==> src/design/rsc_pkg.sv <==
// shared types and constants for the rectangle split and clip block
package rsc_pkg;

  localparam int COORD_W = 16;
  localparam int NPIECE  = 4;
  localparam int SEL_W   = $clog2(NPIECE);

  // piece slots in emission order
  localparam int P_RIGHT = 0;
  localparam int P_LEFT  = 1;
  localparam int P_BELOW = 2;
  localparam int P_ABOVE = 3;

  typedef enum logic {
    MODE_SUB   = 1'b0,
    MODE_ISECT = 1'b1
  } mode_t;

  typedef logic signed [COORD_W-1:0] coord_t;

  typedef struct packed {
    coord_t x0;
    coord_t y0;
    coord_t x1;
    coord_t y1;
  } rect_t;

  typedef rect_t [NPIECE-1:0] piece_set_t;
  typedef logic [NPIECE-1:0]  pmask_t;

endpackage

==> src/design/rect_split_clip.sv <==
// top level of the rectangle split and clip block
// Takes two inclusive signed rectangles A and B per item. Subtract mode emits the parts of A
// outside B (right, left, below, above), or A whole when they are disjoint; intersect mode
// emits the overlap, or nothing. An item yields zero to four results, one per cycle unless
// out_ready stalls them, the final one marked by out_last_piece. Items pass two compare/cut
// register stages, a piece serializer and an output register; the serializer takes a new
// item as it hands over the last piece of the previous one.
module rect_split_clip (
  input  logic        clk,
  input  logic        rst_n,
  input  logic        in_valid,
  output logic        in_ready,
  input  logic        in_mode,
  input  logic [15:0] in_a_min_x,
  input  logic [15:0] in_a_min_y,
  input  logic [15:0] in_a_max_x,
  input  logic [15:0] in_a_max_y,
  input  logic [15:0] in_b_min_x,
  input  logic [15:0] in_b_min_y,
  input  logic [15:0] in_b_max_x,
  input  logic [15:0] in_b_max_y,
  output logic        out_valid,
  input  logic        out_ready,
  output logic [15:0] out_min_x,
  output logic [15:0] out_min_y,
  output logic [15:0] out_max_x,
  output logic [15:0] out_max_y,
  output logic        out_last_piece
);
  import rsc_pkg::*;

  rect_t      a, b, res;
  piece_set_t pieces;
  pmask_t     mask;
  logic       cut_valid, cut_ready;

  assign a = '{x0: coord_t'(in_a_min_x), y0: coord_t'(in_a_min_y),
               x1: coord_t'(in_a_max_x), y1: coord_t'(in_a_max_y)};
  assign b = '{x0: coord_t'(in_b_min_x), y0: coord_t'(in_b_min_y),
               x1: coord_t'(in_b_max_x), y1: coord_t'(in_b_max_y)};

  rsc_cut u_cut (
    .clk        (clk),
    .rst_n      (rst_n),
    .in_valid   (in_valid),
    .in_ready   (in_ready),
    .in_mode    (in_mode),
    .in_a       (a),
    .in_b       (b),
    .out_valid  (cut_valid),
    .out_ready  (cut_ready),
    .out_pieces (pieces),
    .out_mask   (mask)
  );

  rsc_ser u_ser (
    .clk       (clk),
    .rst_n     (rst_n),
    .in_valid  (cut_valid),
    .in_ready  (cut_ready),
    .in_pieces (pieces),
    .in_mask   (mask),
    .out_valid (out_valid),
    .out_ready (out_ready),
    .out_rect  (res),
    .out_last  (out_last_piece)
  );

  assign out_min_x = res.x0;
  assign out_min_y = res.y0;
  assign out_max_x = res.x1;
  assign out_max_y = res.y1;

endmodule

==> src/design/rsc_cut.sv <==
// compare and cut stages: two registered stages that turn a rectangle pair into pieces
module rsc_cut (
  input  logic                clk,
  input  logic                rst_n,
  input  logic                in_valid,
  output logic                in_ready,
  input  logic                in_mode,
  input  rsc_pkg::rect_t      in_a,
  input  rsc_pkg::rect_t      in_b,
  output logic                out_valid,
  input  logic                out_ready,
  output rsc_pkg::piece_set_t out_pieces,
  output rsc_pkg::pmask_t     out_mask
);
  import rsc_pkg::*;

  // stage 1: edge compares
  logic   s1_valid_r, s1_valid_nxt;
  logic   s1_isect_r;
  logic   s1_hit_r;
  logic   s1_cr_r, s1_cl_r, s1_cb_r, s1_ct_r;
  rect_t  s1_a_r, s1_b_r;

  // stage 2: pieces
  logic       s2_valid_r, s2_valid_nxt;
  piece_set_t s2_pieces_r, s2_pieces_nxt;
  pmask_t     s2_mask_r, s2_mask_nxt;

  logic s1_take, s2_take, s2_free;
  logic hit, cr, cl, cb, ct;

  coord_t bx1p, bx0m, by1p, by0m;
  coord_t ax0c, ax1c, ay0c, ay1c;
  rect_t  whole_r;

  always_comb begin
    hit = !((in_b.x1 < in_a.x0) || (in_b.x0 > in_a.x1) ||
            (in_b.y1 < in_a.y0) || (in_b.y0 > in_a.y1));
    cr  = in_b.x1 < in_a.x1;
    cl  = in_b.x0 > in_a.x0;
    cb  = in_b.y1 < in_a.y1;
    ct  = in_b.y0 > in_a.y0;
  end

  assign s2_free  = !s2_valid_r || out_ready;
  assign in_ready = !s1_valid_r || s2_free;
  assign s1_take  = in_valid && in_ready;
  assign s2_take  = s1_valid_r && s2_free;

  always_comb begin
    s1_valid_nxt = s1_valid_r;
    if (in_ready) begin
      s1_valid_nxt = in_valid;
    end
  end

  // cut geometry from registered compares
  always_comb begin
    bx1p = s1_b_r.x1 + coord_t'(1);
    bx0m = s1_b_r.x0 - coord_t'(1);
    by1p = s1_b_r.y1 + coord_t'(1);
    by0m = s1_b_r.y0 - coord_t'(1);
    ax1c = s1_cr_r ? s1_b_r.x1 : s1_a_r.x1;
    ax0c = s1_cl_r ? s1_b_r.x0 : s1_a_r.x0;
    ay1c = s1_cb_r ? s1_b_r.y1 : s1_a_r.y1;
    ay0c = s1_ct_r ? s1_b_r.y0 : s1_a_r.y0;
    whole_r = s1_a_r;

    s2_pieces_nxt[P_RIGHT] = '{x0: bx1p,        y0: s1_a_r.y0, x1: s1_a_r.x1, y1: s1_a_r.y1};
    s2_pieces_nxt[P_LEFT]  = '{x0: s1_a_r.x0,   y0: s1_a_r.y0, x1: bx0m,      y1: s1_a_r.y1};
    s2_pieces_nxt[P_BELOW] = '{x0: ax0c,        y0: by1p,      x1: ax1c,      y1: s1_a_r.y1};
    s2_pieces_nxt[P_ABOVE] = '{x0: ax0c,        y0: s1_a_r.y0, x1: ax1c,      y1: by0m};
    s2_mask_nxt = '0;

    if (s1_isect_r) begin
      s2_pieces_nxt[P_RIGHT] = '{x0: ax0c, y0: ay0c, x1: ax1c, y1: ay1c};
      s2_mask_nxt[P_RIGHT]   = s1_hit_r;
    end else if (!s1_hit_r) begin
      s2_pieces_nxt[P_RIGHT] = whole_r;
      s2_mask_nxt[P_RIGHT]   = 1'b1;
    end else begin
      s2_mask_nxt[P_RIGHT] = s1_cr_r;
      s2_mask_nxt[P_LEFT]  = s1_cl_r;
      s2_mask_nxt[P_BELOW] = s1_cb_r;
      s2_mask_nxt[P_ABOVE] = s1_ct_r;
    end
  end

  always_comb begin
    s2_valid_nxt = s2_valid_r;
    if (s2_free) begin
      s2_valid_nxt = s1_valid_r;
    end
  end

  always_ff @(posedge clk) begin
    if (!rst_n) begin
      s1_valid_r <= 1'b0;
      s2_valid_r <= 1'b0;
    end else begin
      s1_valid_r <= s1_valid_nxt;
      s2_valid_r <= s2_valid_nxt;
    end
  end

  always_ff @(posedge clk) begin
    if (s1_take) begin
      s1_isect_r <= (in_mode == MODE_ISECT);
      s1_hit_r   <= hit;
      s1_cr_r    <= cr;
      s1_cl_r    <= cl;
      s1_cb_r    <= cb;
      s1_ct_r    <= ct;
      s1_a_r     <= in_a;
      s1_b_r     <= in_b;
    end
    if (s2_take) begin
      s2_pieces_r <= s2_pieces_nxt;
      s2_mask_r   <= s2_mask_nxt;
    end
  end

  assign out_valid  = s2_valid_r;
  assign out_pieces = s2_pieces_r;
  assign out_mask   = s2_mask_r;

endmodule

==> src/design/rsc_ser.sv <==
// piece serializer and output register: one piece per cycle unless out_ready stalls, last flag on the final one
module rsc_ser (
  input  logic                clk,
  input  logic                rst_n,
  input  logic                in_valid,
  output logic                in_ready,
  input  rsc_pkg::piece_set_t in_pieces,
  input  rsc_pkg::pmask_t     in_mask,
  output logic                out_valid,
  input  logic                out_ready,
  output rsc_pkg::rect_t      out_rect,
  output logic                out_last
);
  import rsc_pkg::*;

  piece_set_t pieces_r;
  pmask_t     mask_r, mask_nxt;
  logic       out_valid_r, out_valid_nxt;
  rect_t      out_rect_r;
  logic       out_last_r;

  logic       [SEL_W-1:0] sel;
  pmask_t     rest;
  logic       out_ld, take;

  // lowest pending slot goes first
  always_comb begin
    sel = '0;
    for (int i = NPIECE - 1; i >= 0; i--) begin
      if (mask_r[i]) begin
        sel = SEL_W'(i);
      end
    end
  end

  assign rest     = mask_r & (mask_r - pmask_t'(1));
  assign out_ld   = (|mask_r) && (!out_valid_r || out_ready);
  assign take     = (mask_r == '0) || (out_ld && (rest == '0));
  assign in_ready = take;

  always_comb begin
    mask_nxt = mask_r;
    if (in_valid && take) begin
      mask_nxt = in_mask;
    end else if (out_ld) begin
      mask_nxt = rest;
    end
    out_valid_nxt = out_valid_r;
    if (out_ld) begin
      out_valid_nxt = 1'b1;
    end else if (out_ready) begin
      out_valid_nxt = 1'b0;
    end
  end

  always_ff @(posedge clk) begin
    if (!rst_n) begin
      mask_r      <= '0;
      out_valid_r <= 1'b0;
    end else begin
      mask_r      <= mask_nxt;
      out_valid_r <= out_valid_nxt;
    end
  end

  always_ff @(posedge clk) begin
    if (in_valid && take) begin
      pieces_r <= in_pieces;
    end
    if (out_ld) begin
      out_rect_r <= pieces_r[sel];
      out_last_r <= (rest == '0);
    end
  end

  assign out_valid = out_valid_r;
  assign out_rect  = out_rect_r;
  assign out_last  = out_last_r;

endmodule

==> config.mk <==
export PLATFORM = sky130hd
export DESIGN_NAME = rect_split_clip
export DESIGN_NICKNAME = d
export VERILOG_FILES = /design/src/design/rsc_pkg.sv /design/src/design/rect_split_clip.sv /design/src/design/rsc_cut.sv /design/src/design/rsc_ser.sv
export SDC_FILE = /design/constraint.sdc
export NUM_CORES = 1
export LEC_CHECK = 0
export BUFFER_PORTS_ARGS = -buffer_cell sky130_fd_sc_hd__buf_2
export CAP_MARGIN = 25
export CORE_MARGIN = 2
export CORE_UTILIZATION = 60
export CTS_CLUSTER_SIZE = 20
export DETAILED_ROUTE_END_ITERATION = 10
export PLACE_DENSITY = 0.86
export RECOVER_POWER = 25
export SETUP_SLACK_MARGIN = 0.2
export SKIP_CTS_REPAIR_TIMING = 1
export SLEW_MARGIN = 5
export SYNTH_ARGS = -nofsm -noshare
export SYNTH_HDL_FRONTEND = slang
export SYNTH_SLANG_ARGS = --single-unit
==> constraint.sdc <==
create_clock -name clk -period 16.7 [get_ports clk]
set_input_delay 2.505 -clock clk [delete_from_list [all_inputs] [get_ports clk]]
set_output_delay 2.505 -clock clk [all_outputs]
set_load 0.02 [all_outputs]
==> results.ini, run 1 <==
[status]
status=complete, but fails checks
violations=capacitance limit, slew limit

[worst_hold_path]
worstHoldStart=u_cut.out_pieces[71]
hold_path_depth=0
min_to=u_ser.pieces_r[135]
hold_path.class=reg -> reg

[yosys]
synth_common_cells=edfxtp_1, nand2_1, ha_1, inv_1, mux2_2
ys_warn_count=0
syn_area_per_cell_um2=15.9
yosysMostFrequentCell=edfxtp_1
netlist_area_um2=24500
ys_seq_area_frac=0.727
synth-seq-cells=594
synthTopCellsByArea=edfxtp_1, ha_1, mux2_2, mux2i_1, nand2_1
synth_enable_flop_cells=587
ys_async_sr_fraction=0
synth_ff_type=edfxtp_1
synthCells=1535
yosys.area.top_type=edfxtp_1
yosysTopAreaCellShare=0.721
synth.net_count=1796
yosys.cell_types.count=53

[detailed_routing]
drtIter0Drc=1368
dr.pass1.iters=5
route.detailed.drc=0
vias=13841
viasPerCell=5.90
wl_per_cell_um=22.3
final_antenna_net_count=0
wl_um=52300

[global_route]
overflow=0
grt_pass1_vias=14021
grtUsageTotal=0.250
grt_pass1_wl_um=78700
grt_start_max_net_pins=197
grt_antenna_before_repair=5

[timing]
finalSetupViolCount=0
report.final.slew_viol_count=53
totalNegativeSetupSlack_ns=0
finalCritPeriodShare=0.397
tightest_slew_ns=2.76
rsz0062_at_grt=false
setup_slack_ns=10.07
min_period_ns=6.63
timing.hold.ws_ns=0.414
fmax_mhz=151
final_hold_viol_count=0
skew_ns=0.0132
relSlewSlack=-0.841

[critical_path]
reg2reg_slack_ns=11.98
cp.required_ns=14.20
cp_slowest_cell=nor2b_1
worstSetupEndpointType=output pin
r2r_cells=3
cp_top_family=simple AND/OR/NAND/NOR gates
worstPathMaxFanout=6
critPathBufInv=2
r2r_end=u_cut.out_pieces[10]
worstSetupPathType=in -> out
crit_top_cell=buf_2
critPathMaxStageDelay_ns=0.46
reg2reg_from=u_cut.s1_isect_r
cp_data_arrival_time_ns=4.13
cp-start-kind=primary input
cp_cell_sequence=buf_2, nor2b_1, or2_1, o21a_1, and2_1, nand2_1, buf_2

[finish]
num_antenna_cells=0
area_growth_pct=14.1
fillers=2533
finalNetCount=2037
fin_area_um2=27900
drive_gt1_frac=0.199

[placement]
gp_congestion=0.953
io_buffers=199
post-place-ws_ns=10.12
post_dp_cell_area_um2=26200
place_hpwl_um=35800

[clock_tree]
cts_tree=done
h-tree-depth=2
cts_buffers=55
clock_latency_ns=0.59
clk_pin_slew_ns=0.06
cts-root-buf=clkbuf_16
clock-sinks=594
clockBufferDepth=3

[pwr]
report.power.total_uw=3120
p_leak_uw=0.0104
p_per_area_nw_per_um2=112
vdd_drop_max_mv=0.0839

[die]
coreArea_um2=40000
start_util=0.611
die_w_um=206
pin_count=200
dieArea_um2=42400
die_y_um=206
rows=73

[job]
cap_viol_max_count=1

how the worst max path moves through the flow:
stage                        endpoint  slack [ns]      start  cells past startpoint
CTS                          in_ready       10.12  out_ready                      7
finish                       in_ready       10.07  out_ready                      7
floorplan           u_cut.out_mask[0]        4.14  out_ready                      5
detailed placement           in_ready       10.12  out_ready                      7
global route                 in_ready        9.96  out_ready                      7
global placement             in_ready       10.17  out_ready                      7
layout make-up:
type	count	area (um^2)	area share
clock buffer	61	1400	0.0501
clock inverter	42	267	0.00955
inverter	80	300	0.0108
multi-input combinational	826	6280	0.225
sequential	594	17800	0.637
tap	525	657	0.0235
timing repair buffer	219	1230	0.0440
state kept, by name (all words and copies together) (netlist names):
register          flops
u_ser.out_valid       1
u_cut.out_pieces    192
u_cut.s1_isect_r      1
u_ser.out_rect       64
u_ser.pieces_r      192
u_cut.s1_ct_r         1
u_cut.s1_valid_r      1
u_cut.out_valid       1
u_cut.s1_cr_r         1
u_cut.s1_a_r         64
u_cut.s1_cl_r         1
u_cut.s1_hit_r        1
u_ser.out_last        1
u_ser.mask_r          4
u_cut.out_mask        4
u_cut.s1_b_r         64
u_cut.s1_cb_r         1
placed cells by master, fill, tap and decap left out, drive strengths merged, types with 4 or more instances in the layout:
| master | n |
|---|---|
| or4 | 4 |
| a21o | 32 |
| nor4 | 6 |
| nor2b | 13 |
| nor3 | 13 |
| dfxtp | 7 |
| clkinv | 30 |
| edfxtp | 587 |
| inv | 85 |
| or3 | 5 |
| mux2 | 78 |
| a211oi | 10 |
| and3 | 8 |
| a22oi | 18 |
| ha | 128 |
| nand2 | 152 |
| nand3 | 19 |
| clkbuf | 63 |
| buf | 217 |
| o21a | 7 |
| clkinvlp | 6 |
| xnor2 | 29 |
| nor2 | 31 |
| nand2b | 9 |
| xor2 | 22 |
| mux2i | 58 |
| a21oi | 34 |
| and2 | 5 |
| nand4 | 26 |
| o21ai | 88 |
through the flow:
step	instances	utilization
after CTS	2343	0.696
after detailed placement	2240	0.655
after global placement	2238	0.653
after global routing	2347	0.697
final	2347	0.697
after floorplan	1535	-
layer usage:
layer	vias up	global-route usage	wire (um)
li1	6305	-	-
met1	6747	0.328	20700
met2	630	0.419	25400
met3	151	0.0453	4220
met4	8	0.0944	1990
met5	-	0	46
power by group:
| group | internal, uW | switching [uW] | total, uW | leakage [uW] |
|---|---|---|---|---|
| combinational | 89.0 | 135 | 224 | 0.00396 |
| clock | 624 | 535 | 1160 | 0.000809 |
| sequential | 1700 | 36.7 | 1740 | 0.00558 |
| total | 2420 | 707 | 3120 | 0.0104 |
cell families (layout without fill, tap and decap cells):
| logic type | after synthesis | in the layout | share of synthesized area |
|---|---|---|---|
| flip-flops | 594 | 594 | 0.727 |
| multiplexers | 136 | 136 | 0.0597 |
| AO/OA/AOI/OAI | 210 | 210 | 0.0523 |
| XOR/XNOR | 51 | 51 | 0.0183 |
| buffers and inverters | 115 | 402 | 0.0179 |
| AND/OR/NAND/NOR | 300 | 300 | 0.0593 |
| adder cells (fa/ha/maj) | 129 | 129 | 0.0659 |
Power figures use the tool's default switching activity.
==> inputs of run 2 (changes only) <==
--- a/config.mk
+++ b/config.mk
@@ -8,10 +8,10 @@
 export BUFFER_PORTS_ARGS = -buffer_cell sky130_fd_sc_hd__buf_2
 export CAP_MARGIN = 25
 export CORE_MARGIN = 2
-export CORE_UTILIZATION = 60
+export CORE_UTILIZATION = 54
 export CTS_CLUSTER_SIZE = 20
 export DETAILED_ROUTE_END_ITERATION = 10
-export PLACE_DENSITY = 0.86
+export PLACE_DENSITY = 0.82
 export RECOVER_POWER = 25
 export SETUP_SLACK_MARGIN = 0.2
 export SKIP_CTS_REPAIR_TIMING = 1
==> constraint.sdc (replaced) <==
create_clock -name clk -period 5.4 [get_ports clk]
set_input_delay 0.81 -clock clk [delete_from_list [all_inputs] [get_ports clk]]
set_output_delay 0.81 -clock clk [all_outputs]
set_load 0.02 [all_outputs]
==> run 2 against run 1 <==
  * The run now ends clean
  * Cell area rose by 0.37%
  * First-iteration DRC count decreased by 17%
  * Hold slack lost 0.035 ns
  * Largest power group unchanged
==> results.ini, run 2 (synthesized netlist as in run 1, its figures left out) <==
[critical_path]
path_depth=6  ; -1
cp-start-kind=flip-flop
critPathBufInv=1  ; -1
worstSetupPathType=reg -> out
cp.required_ns=4.59  ; -9.61 ns
cp_data_arrival_time_ns=2.53  ; -1.60 ns
cp_cell_sequence=or3_1, or2_1, o21a_1, and2_1, nand2_1, buf_2
worstPathMaxFanout=9  ; +3
critPathMaxStageDelay_ns=0.48  ; +0.02 ns
cp_top_family=simple AND/OR/NAND/NOR gates
worstSetupEndpointType=output pin
r2r_cells=6  ; +3
cp_slowest_cell=or3_1

[pwr]
p_seq_frac=0.542  ; -0.015
vdd_drop_max_mv=0.260  ; +210%
p_comb_frac=0.067  ; -0.005
p_per_area_nw_per_um2=356  ; +220%
p_leak_uw=0.0101  ; -2.6%
internal_power_uw=7750  ; +220%
p_clk_frac=0.391  ; +0.020
switching_share=0.222  ; -0.00423
p_sw_uw=2210  ; +210%

[global_route]
grt_pass1_vias=13830  ; -1.4%
overflow=0  ; unchanged
grtUsageTotal=0.228  ; -0.0212
grt_pass1_wl_um=80400  ; +2.1%
grt_antenna_before_repair=3  ; -2
grt_start_max_net_pins=135  ; -31%

[die]
pin_count=200  ; unchanged
rows=77  ; +5.5%
dieArea_um2=47000  ; +11%
die_w_um=217  ; +5.3%
coreArea_um2=44400  ; +11%
die_y_um=217  ; +5.3%
start_util=0.551  ; -0.0607

[detailed_routing]
wl_um=53200  ; +1.6%
viasPerCell=5.65  ; -4.3%
final_antenna_net_count=0  ; unchanged
dr.pass1.iters=6  ; +1
drtIter0Drc=1129  ; -17%
route.detailed.drc=0  ; unchanged
wl_per_cell_um=22.0  ; -1.2%
vias=13630  ; -1.5%

[placement]
io_buffers=199  ; unchanged
place_inst=2308  ; +3.0%
place_hpwl_um=37500  ; +4.9%
gp_congestion=0.928  ; -2.7%
post-place-ws_ns=1.96  ; -8.16 ns

[clock_tree]
clock-sinks=594  ; unchanged
clock_latency_ns=0.61  ; +0.02 ns
cts_tree=done
clockBufferDepth=3  ; unchanged
clk_pin_slew_ns=0.07  ; about the same
cts_buffers=56  ; +1.8%
cts-root-buf=clkbuf_16
h-tree-depth=2  ; unchanged

[finish]
fillers=3124  ; +23%
drive_gt1_frac=0.151  ; -0.0472
layout_commonest_cell=edfxtp_1
multi_input_area_um2=6300  ; +0.32%
layout_common_cells=edfxtp_1, nand2_1, clkbuf_1
num_antenna_cells=0  ; unchanged
seqCellArea_um2=17800  ; unchanged
area_growth_pct=14.5
finalNonFillerCells=2414  ; +2.9%
finalNetCount=2036  ; -0.049%

[timing]
fmax_mhz=300
setup_slack_ns=2.06  ; -8.00 ns
skew_ns=0.0235  ; +0.0102 ns
finalCritPeriodShare=0.618
totalNegativeSetupSlack_ns=0  ; unchanged
finalSetupViolCount=0  ; unchanged
rsz0062_at_grt=false
report.final.slew_viol_count=0  ; -100%
timing.hold.ws_ns=0.379  ; -0.0351 ns
final_hold_viol_count=0  ; unchanged
min_period_ns=3.34
tightest_slew_ns=1.07  ; -1.69 ns
relSlewSlack=0.285  ; +1.13

[worst_hold_path]
hold_path.class=in -> reg
hold_path_depth=1  ; +1

[job]
cap_viol_max_count=0  ; -1

[status]
status=complete, no violations

[run 2: changes by cell type in the layout (fill, tap and decap cells not counted), moves of 3 or more]
| cell | change |
|---|---|
| mux2_2 | +25 |
| clkbuf_1 | +123 |
| bufinv_16 | +5 |
| mux2_1 | -25 |
| clkinvlp_4 | +3 |
| clkinv_1 | -7 |
| buf_2 | -123 |
[run 2: area by class of cell]
class | instances | share of cell area
clock buffers | 64 | 0.0511
well taps | 592 | 0.0264
inverters | 80 | 0.0107
flip-flops and latches | 594 | 0.634
clock inverters | 41 | 0.0146
multi-input cells | 826 | 0.225
repair buffers | 217 | 0.0376
[run 2: through the flow]
stage                     total power [uW]  cell area [um^2]   util
after CTS                            10000             28100  0.634
after global placement                6120             26300  0.591
after detailed placement              6160             26300  0.592
final                                 9960             28000  0.631
after floorplan                       5870             24500      -
after global routing                 10300             28000  0.631
[run 2: worst paths after layout]
kind                                           from              endpoint  slack [ns]
worst max-delay path                u_ser.mask_r[0]              in_ready        2.06
worst min-delay path                 in_a_min_y[12]      u_cut.s1_a_r[44]        0.38
worst max register to register      u_ser.mask_r[0]  u_cut.out_pieces[13]        2.07
worst min register to register  u_cut.out_pieces[9]     u_ser.pieces_r[9]        0.41
[run 2: worst reg2reg max path: stages (launching register included)]
cell and delay, ns:
dfxtp_1 0.44, or3_1 0.48, or2_1 0.27, o21a_1 0.16
and2_1 0.26, nor2b_4 0.73, buf_4 0.62
[run 2: routing by layer]
| metal | vias to the layer above | global-route usage | wire [um] |
|---|---|---|---|
| met2 | 499 | 0.380 | 26100 |
| met3 | 119 | 0.0437 | 3480 |
| met1 | 6694 | 0.300 | 21700 |
| met4 | 4 | 0.0890 | 1870 |
| met5 | - | 0 | 20 |
| li1 | 6314 | - | - |
[run 2: power by group through the flow]
stage / Clock, uW / Combinational (uW) / Sequential [uW]
final: 3900 / 663 / 5400
after global routing: 4130 / 736 / 5410
after CTS: 3960 / 675 / 5400
after detailed placement: 0 / 666 / 5490
after global placement: 0 / 631 / 5490
after floorplan: 0 / 423 / 5450
